## src/design/lcra_pkg.sv

```systemverilog
// Shared types and constants of the least-recently-granted request arbiter.
`default_nettype none
package lcra_pkg;

    localparam int ID_W   = 4;
    localparam int PEND_W = 8;

    localparam logic OP_PUSH = 1'b0;
    localparam logic OP_POP  = 1'b1;

    typedef struct packed {
        logic            opcode;
        logic [ID_W-1:0] requester_id;
    } in_item_t;

    typedef struct packed {
        logic              grant_valid;
        logic [ID_W-1:0]   granted_id;
        logic [PEND_W-1:0] still_pending;
    } out_item_t;

    typedef struct packed {
        logic start;       // take the item, clear results, issue first reads
        logic scan_step;   // move to next service-order entry
        logic grant;       // latch granted requester, read its count
        logic dec;         // write back decremented count
        logic shift_step;  // pull one entry forward
        logic tail_write;  // put granted requester at the tail
        logic push_upd;    // apply a push
        logic load_out;    // move result into output register
    } dp_cmd_t;

    typedef struct packed {
        logic in_is_pop;
        logic in_id_ok;
        logic list_empty;
        logic cand_pending;
        logic more_after1;
        logic more_after2;
    } dp_status_t;

endpackage
`default_nettype wire

```

## src/design/lcra_ctrl.sv

```systemverilog
// Sequencer of the arbiter: walks push and pop operations through the datapath.
`default_nettype none
module lcra_ctrl (
    input  wire logic               aclk,
    input  wire logic               aresetn,
    input  wire logic               s_valid,
    output logic                    s_ready,
    output logic                    m_valid,
    input  wire logic               m_ready,
    input  wire lcra_pkg::dp_status_t status,
    output lcra_pkg::dp_cmd_t       cmd
);
    import lcra_pkg::*;

    typedef enum logic [6:0] {
        ST_IDLE  = 7'b0000001,
        ST_SCAN  = 7'b0000010,
        ST_DEC   = 7'b0000100,
        ST_SHIFT = 7'b0001000,
        ST_TAIL  = 7'b0010000,
        ST_PUSH  = 7'b0100000,
        ST_RESP  = 7'b1000000
    } state_t;

    state_t state_reg, state_next;
    logic   m_valid_reg, m_valid_next;
    logic   out_free;

    assign out_free = !m_valid_reg || m_ready;
    assign s_ready  = (state_reg == ST_IDLE);
    assign m_valid  = m_valid_reg;

    always_comb begin
        state_next = state_reg;
        cmd        = '0;
        unique case (state_reg)
            ST_IDLE: begin
                if (s_valid) begin
                    cmd.start = 1'b1;
                    priority if (status.in_is_pop && status.list_empty) begin
                        state_next = ST_RESP;
                    end else if (status.in_is_pop) begin
                        state_next = ST_SCAN;
                    end else if (!status.in_id_ok) begin
                        state_next = ST_RESP;
                    end else begin
                        state_next = ST_PUSH;
                    end
                end
            end
            ST_SCAN: begin
                priority if (status.cand_pending) begin
                    cmd.grant  = 1'b1;
                    state_next = ST_DEC;
                end else if (!status.more_after1) begin
                    state_next = ST_RESP;   // nothing pending anywhere
                end else begin
                    cmd.scan_step = 1'b1;
                end
            end
            ST_DEC: begin
                cmd.dec    = 1'b1;
                state_next = status.more_after1 ? ST_SHIFT : ST_RESP;
            end
            ST_SHIFT: begin
                cmd.shift_step = 1'b1;
                if (!status.more_after2) begin
                    state_next = ST_TAIL;
                end
            end
            ST_TAIL: begin
                cmd.tail_write = 1'b1;
                state_next     = ST_RESP;
            end
            ST_PUSH: begin
                cmd.push_upd = 1'b1;
                state_next   = ST_RESP;
            end
            ST_RESP: begin
                if (out_free) begin
                    cmd.load_out = 1'b1;
                    state_next   = ST_IDLE;
                end
            end
            default: begin
                state_next = ST_IDLE;
            end
        endcase
    end

    always_comb begin
        m_valid_next = m_valid_reg;
        if (cmd.load_out) begin
            m_valid_next = 1'b1;
        end else if (m_ready) begin
            m_valid_next = 1'b0;
        end
    end

    always_ff @(posedge aclk) begin
        if (!aresetn) begin
            state_reg   <= ST_IDLE;
            m_valid_reg <= 1'b0;
        end else begin
            state_reg   <= state_next;
            m_valid_reg <= m_valid_next;
        end
    end

endmodule
`default_nettype wire

```

## src/design/lcra_dp.sv

```systemverilog
// Datapath of the arbiter: service-order and count memories, flags and result registers.
`default_nettype none
module lcra_dp #(
    parameter int REQUESTERS = 16,
    parameter int COUNT_BITS = 8
) (
    input  wire logic                aclk,
    input  wire logic                aresetn,
    input  wire lcra_pkg::in_item_t  s_data,
    input  wire lcra_pkg::dp_cmd_t   cmd,
    output lcra_pkg::dp_status_t     status,
    output lcra_pkg::out_item_t      m_data
);
    import lcra_pkg::*;

    localparam int IDX_W = $clog2(REQUESTERS);
    localparam int CNT_W = $clog2(REQUESTERS + 1);
    localparam int CMP_W = CNT_W + 1;
    localparam logic [COUNT_BITS-1:0] COUNT_MAX = {COUNT_BITS{1'b1}};

    // memories
    logic [ID_W-1:0]       order_mem [REQUESTERS];
    logic [COUNT_BITS-1:0] count_mem [REQUESTERS];

    logic [ID_W-1:0]       order_rd_reg;
    logic [COUNT_BITS-1:0] count_rd_reg;

    logic [IDX_W-1:0]      pos_reg, pos_next;
    logic [CNT_W-1:0]      total_reg, total_next;
    logic [ID_W-1:0]       id_reg;
    logic [ID_W-1:0]       who_reg;
    logic [REQUESTERS-1:0] seen_reg, seen_next;
    logic [REQUESTERS-1:0] nz_reg, nz_next;
    out_item_t             res_reg;
    out_item_t             m_data_reg;

    logic [IDX_W-1:0]      in_idx, ord_idx, id_idx, who_idx;
    logic [CMP_W-1:0]      pos_ext, tot_ext;
    logic                  room;
    logic [COUNT_BITS-1:0] count_dec;

    logic                  ord_we;
    logic [IDX_W-1:0]      ord_wa, ord_ra;
    logic [ID_W-1:0]       ord_wd;
    logic                  cnt_we;
    logic [IDX_W-1:0]      cnt_wa, cnt_ra;
    logic [COUNT_BITS-1:0] cnt_wd;

    assign in_idx    = IDX_W'(s_data.requester_id);
    assign ord_idx   = IDX_W'(order_rd_reg);
    assign id_idx    = IDX_W'(id_reg);
    assign who_idx   = IDX_W'(who_reg);
    assign pos_ext   = CMP_W'(pos_reg);
    assign tot_ext   = CMP_W'(total_reg);
    assign room      = tot_ext < CMP_W'(REQUESTERS);
    assign count_dec = count_rd_reg - COUNT_BITS'(1);

    assign status.in_is_pop    = (s_data.opcode == OP_POP);
    assign status.in_id_ok     = (32'(s_data.requester_id) < REQUESTERS);
    assign status.list_empty   = (total_reg == '0);
    assign status.cand_pending = nz_reg[ord_idx];
    assign status.more_after1  = (pos_ext + CMP_W'(1)) < tot_ext;
    assign status.more_after2  = (pos_ext + CMP_W'(2)) < tot_ext;

    assign m_data = m_data_reg;

    // memory port selection
    always_comb begin
        ord_we = 1'b0;
        ord_wa = pos_reg;
        ord_wd = order_rd_reg;
        if (cmd.shift_step) begin
            ord_we = 1'b1;
        end else if (cmd.tail_write) begin
            ord_we = 1'b1;
            ord_wd = who_reg;
        end else if (cmd.push_upd && !seen_reg[id_idx] && room) begin
            ord_we = 1'b1;
            ord_wa = total_reg[IDX_W-1:0];
            ord_wd = id_reg;
        end

        priority if (cmd.start) begin
            ord_ra = '0;
        end else if (cmd.shift_step) begin
            ord_ra = pos_reg + IDX_W'(2);
        end else begin
            ord_ra = pos_reg + IDX_W'(1);
        end

        cnt_we = 1'b0;
        cnt_wa = id_idx;
        cnt_wd = count_dec;
        if (cmd.dec) begin
            cnt_we = 1'b1;
            cnt_wa = who_idx;
        end else if (cmd.push_upd) begin
            if (!seen_reg[id_idx]) begin
                cnt_we = 1'b1;
                cnt_wd = COUNT_BITS'(1);
            end else if (count_rd_reg != COUNT_MAX) begin
                cnt_we = 1'b1;
                cnt_wd = count_rd_reg + COUNT_BITS'(1);
            end
        end
        cnt_ra = cmd.start ? in_idx : ord_idx;
    end

    always_ff @(posedge aclk) begin
        if (ord_we) begin
            order_mem[ord_wa] <= ord_wd;
        end
        order_rd_reg <= order_mem[ord_ra];
    end

    always_ff @(posedge aclk) begin
        if (cnt_we) begin
            count_mem[cnt_wa] <= cnt_wd;
        end
        count_rd_reg <= count_mem[cnt_ra];
    end

    // control-side state
    always_comb begin
        pos_next   = pos_reg;
        total_next = total_reg;
        seen_next  = seen_reg;
        nz_next    = nz_reg;
        if (cmd.start) begin
            pos_next = '0;
        end
        if (cmd.scan_step || cmd.shift_step) begin
            pos_next = pos_reg + IDX_W'(1);
        end
        if (cmd.push_upd) begin
            seen_next[id_idx] = 1'b1;
            nz_next[id_idx]   = 1'b1;
            if (!seen_reg[id_idx] && room) begin
                total_next = total_reg + CNT_W'(1);
            end
        end
        if (cmd.dec) begin
            nz_next[who_idx] = (count_dec != '0);
        end
    end

    always_ff @(posedge aclk) begin
        if (!aresetn) begin
            pos_reg   <= '0;
            total_reg <= '0;
            seen_reg  <= '0;
            nz_reg    <= '0;
        end else begin
            pos_reg   <= pos_next;
            total_reg <= total_next;
            seen_reg  <= seen_next;
            nz_reg    <= nz_next;
        end
    end

    // payload registers
    always_ff @(posedge aclk) begin
        if (cmd.start) begin
            id_reg  <= s_data.requester_id;
            res_reg <= '0;
        end
        if (cmd.grant) begin
            who_reg              <= order_rd_reg;
            res_reg.grant_valid  <= 1'b1;
            res_reg.granted_id   <= order_rd_reg;
        end
        if (cmd.dec) begin
            res_reg.still_pending <= PEND_W'(count_dec);
        end
        if (cmd.load_out) begin
            m_data_reg <= res_reg;
        end
    end

endmodule
`default_nettype wire

```

## src/design/lru_counted_request_arbiter_top.sv

```systemverilog
// Top level of the least-recently-granted request arbiter with pending counts.
`default_nettype none
// Takes one item at a time: a push adds a pending request for a requester, a pop
// grants the first requester with a pending request in least-recently-granted order
// and moves it to the tail. Every item returns exactly one result through an output
// register; a push result is all zero. A push with a valid id goes through an update
// state to the response state. A granting pop walks the service order to the first
// requester with a pending request, decrements its count, shifts the entries after it
// forward and writes it at the tail. The walk that finds it and the shift that moves it to
// the tail each go one entry per cycle through the single read port of the
// service-order memory, and together they pass over the n entries once, where n is
// the number of distinct requesters seen. A pop with nothing pending walks all n
// entries, or goes straight to the response state when no requester has been seen.
// A result waits in the response state until the output register is free. The
// next item can be accepted at the edge after the previous result reaches the output
// register.
module lru_counted_request_arbiter_top #(
    parameter int REQUESTERS = 16,
    parameter int COUNT_BITS = 8
) (
    input  wire logic                aclk,
    input  wire logic                aresetn,
    input  wire logic                s_valid,
    output logic                     s_ready,
    input  wire lcra_pkg::in_item_t  s_data,
    output logic                     m_valid,
    input  wire logic                m_ready,
    output lcra_pkg::out_item_t      m_data
);
    import lcra_pkg::*;

    dp_cmd_t    cmd;
    dp_status_t status;

    lcra_ctrl u_ctrl (
        .aclk    (aclk),
        .aresetn (aresetn),
        .s_valid (s_valid),
        .s_ready (s_ready),
        .m_valid (m_valid),
        .m_ready (m_ready),
        .status  (status),
        .cmd     (cmd)
    );

    lcra_dp #(
        .REQUESTERS (REQUESTERS),
        .COUNT_BITS (COUNT_BITS)
    ) u_dp (
        .aclk    (aclk),
        .aresetn (aresetn),
        .s_data  (s_data),
        .cmd     (cmd),
        .status  (status),
        .m_data  (m_data)
    );

endmodule
`default_nettype wire

```

## config.mk

```make
export PLATFORM = sky130hd
export DESIGN_NAME = lru_counted_request_arbiter_top
export DESIGN_NICKNAME = d
export VERILOG_FILES = /design/src/design/lcra_pkg.sv /design/src/design/lcra_ctrl.sv /design/src/design/lcra_dp.sv /design/src/design/lru_counted_request_arbiter_top.sv
export SDC_FILE = /design/constraint.sdc
export NUM_CORES = 1
export LEC_CHECK = 0
export BUFFER_PORTS_ARGS = -buffer_cell sky130_fd_sc_hd__buf_4
export CORE_MARGIN = 2
export CORE_UTILIZATION = 40
export CTS_BUF_LIST = sky130_fd_sc_hd__clkbuf_8
export CTS_CLUSTER_DIAMETER = 30
export DETAILED_ROUTE_END_ITERATION = 8
export GPL_TIMING_DRIVEN = 0
export PLACE_DENSITY_LB_ADDON = 0.25
export SETUP_SLACK_MARGIN = 0.05
export SLEW_MARGIN = 15
export SYNTH_ARGS = -nofsm -noshare
export SYNTH_HDL_FRONTEND = slang
export SYNTH_SLANG_ARGS = --single-unit
```

## constraint.sdc

```tcl
create_clock -name aclk -period 4.5 [get_ports aclk]
set_clock_uncertainty 0.2 [all_clocks]
set_input_delay 0.675 -clock aclk [delete_from_list [all_inputs] [get_ports aclk]]
set_output_delay 0.675 -clock aclk [all_outputs]
set_load 0.005 [all_outputs]
```

==> results.md, run 1 <==
* CP Capture Type: flop
* NetSw at 2.15 mW
* Critical path arrival at 4.32 ns
* Reg with most FFs: u_dp.count_mem
* Worst Slack Setup Final at 0.162 ns
* Crit path cell chain: clkbuf_1 > mux4_2 > mux2i_1 > mux2i_1 > nor2_1 > or2_1 > a31oi_1 > nor2_1
* Die X at 180 microns
* Placed instance count at 1453
* Final Hold Fails at 0
* WL/cell at 20.0 microns
* Max reg flops at 128
* Leak at 5.26 nW
* M1 WL at 14.2 mm
* Crit Reg-Reg Startpoint: u_dp.id_idx[0]
* Via/cell ratio at 5.50
* CP peak stage delay at 0.82 ns
* Pre-CTS WS at 0.179 ns
* Initial DRC count at 838
* Final setup viols at 0
* Worst Path Buf+Inv at 1
* Cell area after layout at 0.0147 sq mm
* TritonCTS Buffers at 66
* CP endpoint: u_dp.count_mem[14][2]
* HPWL Detailed at 21.2 mm
* Hold Crit Class: in -> reg
* Post-synthesis cell area at 0.0124 sq mm
* Internal power at 5.51 mW
* Rel. slew slack at 16.6%
* Setup_tns at 0 ns
* Number of port buffers at 22
* Fillers at 2753
* Worst-Skew Late Latency at 0.58 ns
* Layout cells sized above 1 at 15.4%
* Drt drc at 0
* Placeable Area at 0.0306 sq mm
* Synth Register Bits at 287
* Post-Syn Area per Cell at 12.1 sq um
* Combinational power share at 14.8%
* Max Clk Rate at 230 MHz
* Gpl congestion at 0.845
* Antenna viol nets, final at 0
* CP Launch Type: flop
* Least-Margin Pin Slew at 1.25 ns
* Pwr/cell area at 522 mW/mm^2
* Routed wl met3 at 2.18 mm
* Max-slew violations at 0
* Switch share at 28.1%
* TritonCTS clock tree: done
* Register area share after synthesis at 64.3%
* Post-DP Area at 0.0132 sq mm
* GRT Util Overall at 19.3%
* Worst-case reg-to-reg path depth at 8
* Io pins at 24
* CP Depth at 8
* Met2 WL post-DR at 14.3 mm
* DR pass1 iterations at 5
* CP Max Fanout at 8
* Critical path's slowest cell: nor2_1
* GRT overflow at 0
* CP startpoint: u_dp.id_idx[0]
* Fin nets at 1149
* First-pass GRT wire length at 48.6 mm
* Row count at 64
* Biggest registers after layout: u_dp.count_mem: 128 flops, u_dp.order_mem: 64 flops
* Crit path max-delay family: simple AND/OR/NAND/NOR gates
* Syn-to-layout area delta at 18.0%
* Max cap viols at 0
* CP required at 4.49 ns
* Clock-pin slew on the worst setup and hold paths at 0.06 ns
* RSZ-0062 raised after global routing: true
* Synth Warn # at 0
* Synth cell types at 62
* Fin crit share at 96.4%
* Top FF cell, synth: edfxtp_1
* Fraction of registers with async set/reset at 0%
* Layout Cells excl Fill at 1569
* TritonCTS Sinks at 287
* Setup Crit Path Kind: reg -> reg
* R2r setup slk at 0.16 ns
* Ant diodes at 0
* Hold Path Depth at 2
* DR vias at 8633
* Net count after synthesis at 1055
* Die ar. at 0.0325 sq mm
* Final min period at 4.34 ns
* Hold-fix buffers, CTS at 0
* Final wirelength at 31.4 mm
* Reg2reg end: u_dp.count_mem[14][2]
* CTS max path bufs at 3
* Status: completed
* Clock share of power at 42.9%
* Cell count after synthesis at 1031
* Sequential share of power at 42.2%
* Largest net degree at the start of global routing at 17
* Worst vdd ir at 0.253 mV
* Top layer in use: met4
* Number of synthesized flops with an enable pin at 225
* Clk root buf: clkbuf_8
* H-Tree Depth at 3
* Die Ht at 180 microns
* Starting density of the core at 40.7%
* Vias in the first global route at 8498
* Initial antenna violation count at 0
## how the worst min path moves through the flow
stage / from / endpoint / slack, ns
6_report: s_data[4] / u_ctrl.state_reg[5] / 0.1
5_1_grt: s_data[4] / u_ctrl.state_reg[5] / 0.06
4_1_cts: s_data[4] / u_ctrl.state_reg[5] / 0.07
3_5_place_dp: u_dp.res_reg[11] / u_dp.m_data[11] / 0.20
3_3_place_gp: u_dp.res_reg[3] / u_dp.m_data[3] / 0.20
2_1_floorplan: u_dp.res_reg[0] / u_dp.m_data[0] / 0.20
## through the flow
stage	hold WS, ns	total power, mW	util (%)
after global placement	0.204	4.35	42.8
after detailed placement	0.205	4.41	43.0
after floorplan	0.200	3.95	-
after global routing	0.0641	7.97	48.0
final	0.0991	7.66	48.0
after CTS	0.0709	7.69	47.9
## cell type report
type / count / area (sq um) / share of cell area, %
buffer: 55 / 238 / 1.62
clock buffer: 71 / 977 / 6.66
clock inverter: 45 / 502 / 3.42
inverter: 19 / 71.3 / 0.486
multi-input combinational: 670 / 4190 / 28.5
sequential: 287 / 8000 / 54.5
tap: 396 / 495 / 3.38
timing repair buffer: 26 / 210 / 1.43
## kinds of logic after synthesis
logic type,count (synthesis),share of synthesized area (%)
DFF,287,64.3
buffers and inverters,74,2.47
and+or+nand+nor,411,15.2
xor gates and xnor gates,18,1.27
AOI/OAI and AO/OA,184,10.6
muxes,42,4.64
adders and majority gates,15,1.51
## metal layers
layer	GRT usage, %	vias up
met5	0	-
met4	6.55	0
met3	4.02	63
met2	30.4	330
met1	26.6	4171
li1	-	4069
## power groups by stage
| stage | sequential (mW) | combinational [mW] | clock (mW) |
|---|---|---|---|
| 2_1_floorplan | 3.26 | 0.689 | 0 |
| 3_3_place_gp | 3.30 | 1.06 | 0 |
| 3_5_place_dp | 3.29 | 1.12 | 0 |
| 4_1_cts | 3.24 | 1.12 | 3.33 |
| 5_1_grt | 3.24 | 1.24 | 3.48 |
| 6_report | 3.24 | 1.14 | 3.29 |
## what timing repair did
item	CTS	global route
gates resized for setup	0	8
endpoints found under the setup margin	0	102
setup buffers	0	0
## Yosys cell counts, drive strengths merged (4+ instances only)
cell,count,area (sq um)
or2,4,25.0
nand3,38,195
nand4,9,56.3
a32oi,9,78.8
buf,15,86.3
nand4b,4,35.0
a2111oi,7,61.3
nor2b,12,75.1
ha,15,188
o311a,4,40.0
a41oi,8,70.1
and3,24,150
xnor2,9,78.8
edfxtp,225,6760
nand2b,4,25.0
nor2,109,409
a21oi,24,120
nor4,4,40.0
mux4,12,270
nor3,22,110
o21ai,29,145
o21a,17,128
a22o,4,35.0
a21o,4,30.0
a31oi,15,93.8
clkbuf,40,150
a211oi,14,105
o221ai,9,78.8
and2,10,62.6
a22oi,11,82.6
inv,19,71.3
a311oi,5,50.0
a211o,7,61.3
dfxtp,62,1240
nor3b,7,52.6
a21boi,6,45.1
nand2,155,582
mux2i,25,250
o22ai,6,37.5
mux2,5,56.3
xor2,9,78.8
## cell usage in the layout (no fill, tap or decap), types with 17 or more instances in the layout
cell type    n
edfxtp_1   225
nand2_1    155
nor2_1     101
clkbuf_8    71
dfxtp_1     62
clkbuf_1    39
nand3_1     37
mux2i_1     25
and3_1      24
a21oi_1     23
buf_4       23
nor3_1      22
inv_1       22
o21ai_0     18
o21a_1      17
## worst register-to-register path, delay by kind of cell (launching register included)
family	cells	cell delay [ns]
DFF	1	0.33
AOI/OAI and AO/OA	1	0.23
and+or+nand+nor	3	1.70
muxes	3	1.07
buffers and inverters	1	0.39
Power figures use the tool's default switching activity.
==> run 2, diff against run 1 <==
==> constraint.sdc (replaced) <==
create_clock -name aclk -period 5.6 [get_ports aclk]
set_clock_uncertainty 0.2 [all_clocks]
set_input_delay 0.84 -clock aclk [delete_from_list [all_inputs] [get_ports aclk]]
set_output_delay 0.84 -clock aclk [all_outputs]
set_load 0.005 [all_outputs]
==> run 2 against run 1 <==
  * First-iteration DRC count fell by 0.24%
  * Die area did not move
  * Design area fell by 0.11%
  * Critical path type unchanged
  * Highest routed layer unchanged
  * Sequential power fell by 20%
  * Global-route usage did not move
  * Critical path depth did not move
  * Clock power fell by 20%
  * Flip-flop and latch count did not move
==> results.md, run 2 (synthesis gave the netlist of run 1 again) <==
* Row count at 64
* TritonCTS clock tree: done
* RSZ-0062 raised after global routing: false
* DR vias at 8666
* Fin crit share at 79.4%
* GRT overflow at 0
* Largest net degree at the start of global routing at 17
* Final min period at 4.44 ns
* Setup Crit Path Kind: reg -> reg
* Layout cells sized above 1 at 14.8%
* Starting density of the core at 40.7%
* Max-slew violations at 0
* Final setup viols at 0
* Max cap viols at 0
* Die Ht at 180 microns
* Worst-Skew Late Latency at 0.58 ns
* Fin nets at 1149
* Worst Slack Setup Final at 1.16 ns
* H-Tree Depth at 3
* Syn-to-layout area delta at 17.8%
* Status: completed
* Clock-pin slew on the worst setup and hold paths at 0.06 ns
* CP Max Fanout at 8
* Least-Margin Pin Slew at 1.20 ns
* Most frequent cells in the layout: edfxtp_1 (225), nand2_1 (155), nor2_1 (107)
* Drt drc at 0
* Rel. slew slack at 19.4%
* Initial antenna violation count at 0
* Max reg flops at 128
* Reg with most FFs: u_dp.count_mem
* TritonCTS Buffers at 66
* TritonCTS Sinks at 287
* Gpl congestion at 0.845
* Multi-input logic area at 0.00417 sq mm
* Post-CTS Setup Inserts at 0
* Pre-CTS WS at 1.28 ns
* Antenna viol nets, final at 0
* Final wirelength at 31.4 mm
* Critical path arrival at 4.41 ns
* CP required at 5.56 ns
* First-pass GRT wire length at 48.6 mm
* Fillers at 2756
* Leak at 5.25 nW
* Initial DRC count at 836
* Pwr/cell area at 420 mW/mm^2
* Placeable Area at 0.0306 sq mm
* Biggest registers after layout: u_dp.count_mem: 128 flops, u_dp.order_mem: 64 flops
* Hold-fix buffers, CTS at 0
* CTS max path bufs at 3
* Commonest non-fill, non-tap cell in the layout: edfxtp_1
* CP Capture Type: flop
* HPWL Detailed at 21.2 mm
* Die ar. at 0.0325 sq mm
* Vias in the first global route at 8498
* R2r setup slk at 1.16 ns
* Clk root buf: clkbuf_8
* Register Area at 0.00800 sq mm
* GRT Util Overall at 19.3%
* DR pass1 iterations at 5
* Hold Crit Class: reg -> reg
* Setup_tns at 0 ns
* Final Hold Fails at 0
* Die X at 180 microns
* Max Clk Rate at 225 MHz
* Ant diodes at 0
* WL/cell at 20.0 microns
* Worst vdd ir at 0.205 mV
* Cts repair resizes at 0
* CP Launch Type: flop
* Io pins at 24
* Via/cell ratio at 5.52
* Number of port buffers at 22
run 2: cell type report:
type	instances	area share [%]
sequential	287	54.5
tap	396	3.38
timing repair buffer	26	1.43
buffer	55	1.61
multi-input combinational	670	28.5
clock buffer	71	6.66
inverter	19	0.486
clock inverter	45	3.42
run 2: routing by layer:
layer,vias to the layer above,global-route usage [%],part of all wire [%]
li1,4074,-,-
met1,4227,26.6,46
met2,309,30.4,46
met3,56,4.02,6.6
met4,0,6.55,2.0
met5,-,0,0
run 2: final timing paths:
path,startpoint,cells after the start,endpoint
setup / recovery,u_dp.id_idx[0],8,u_dp.count_mem[15][0]
hold / removal,u_dp.res_reg[4],0,u_dp.m_data[4]
setup reg to reg,u_dp.id_idx[0],8,u_dp.count_mem[15][0]
hold reg to reg,u_dp.res_reg[4],0,u_dp.m_data[4]
run 2: per-stage QoR:
| step | total power [mW] | util, % | hold slack (ns) | cell area (sq um) | instances |
|---|---|---|---|---|---|
| after floorplan | 3.18 | - | 0.200 | 12400 | 1031 |
| after global placement | 3.50 | 42.8 | 0.204 | 13100 | 1449 |
| after detailed placement | 3.54 | 43.0 | 0.205 | 13200 | 1453 |
| after CTS | 6.18 | 47.9 | 0.216 | 14600 | 1569 |
| after global routing | 6.40 | 47.9 | 0.216 | 14700 | 1569 |
| final | 6.15 | 47.9 | 0.212 | 14700 | 1569 |
run 2: report_power, final:
group / internal [mW] / switching [mW]
Sequential: 2.55 / 0.0529
Clock: 1.62 / 1.02
Combinational: 0.262 / 0.654
run 2: critical path: stages (launching register included):
cell and delay (ns):
edfxtp_1 0.33, clkbuf_1 0.39, mux4_2 0.60, mux2i_1 0.19, mux2i_1 0.28, nor2_1 0.61
or2_1 0.26, a31oi_1 0.22, nor2_1 0.94
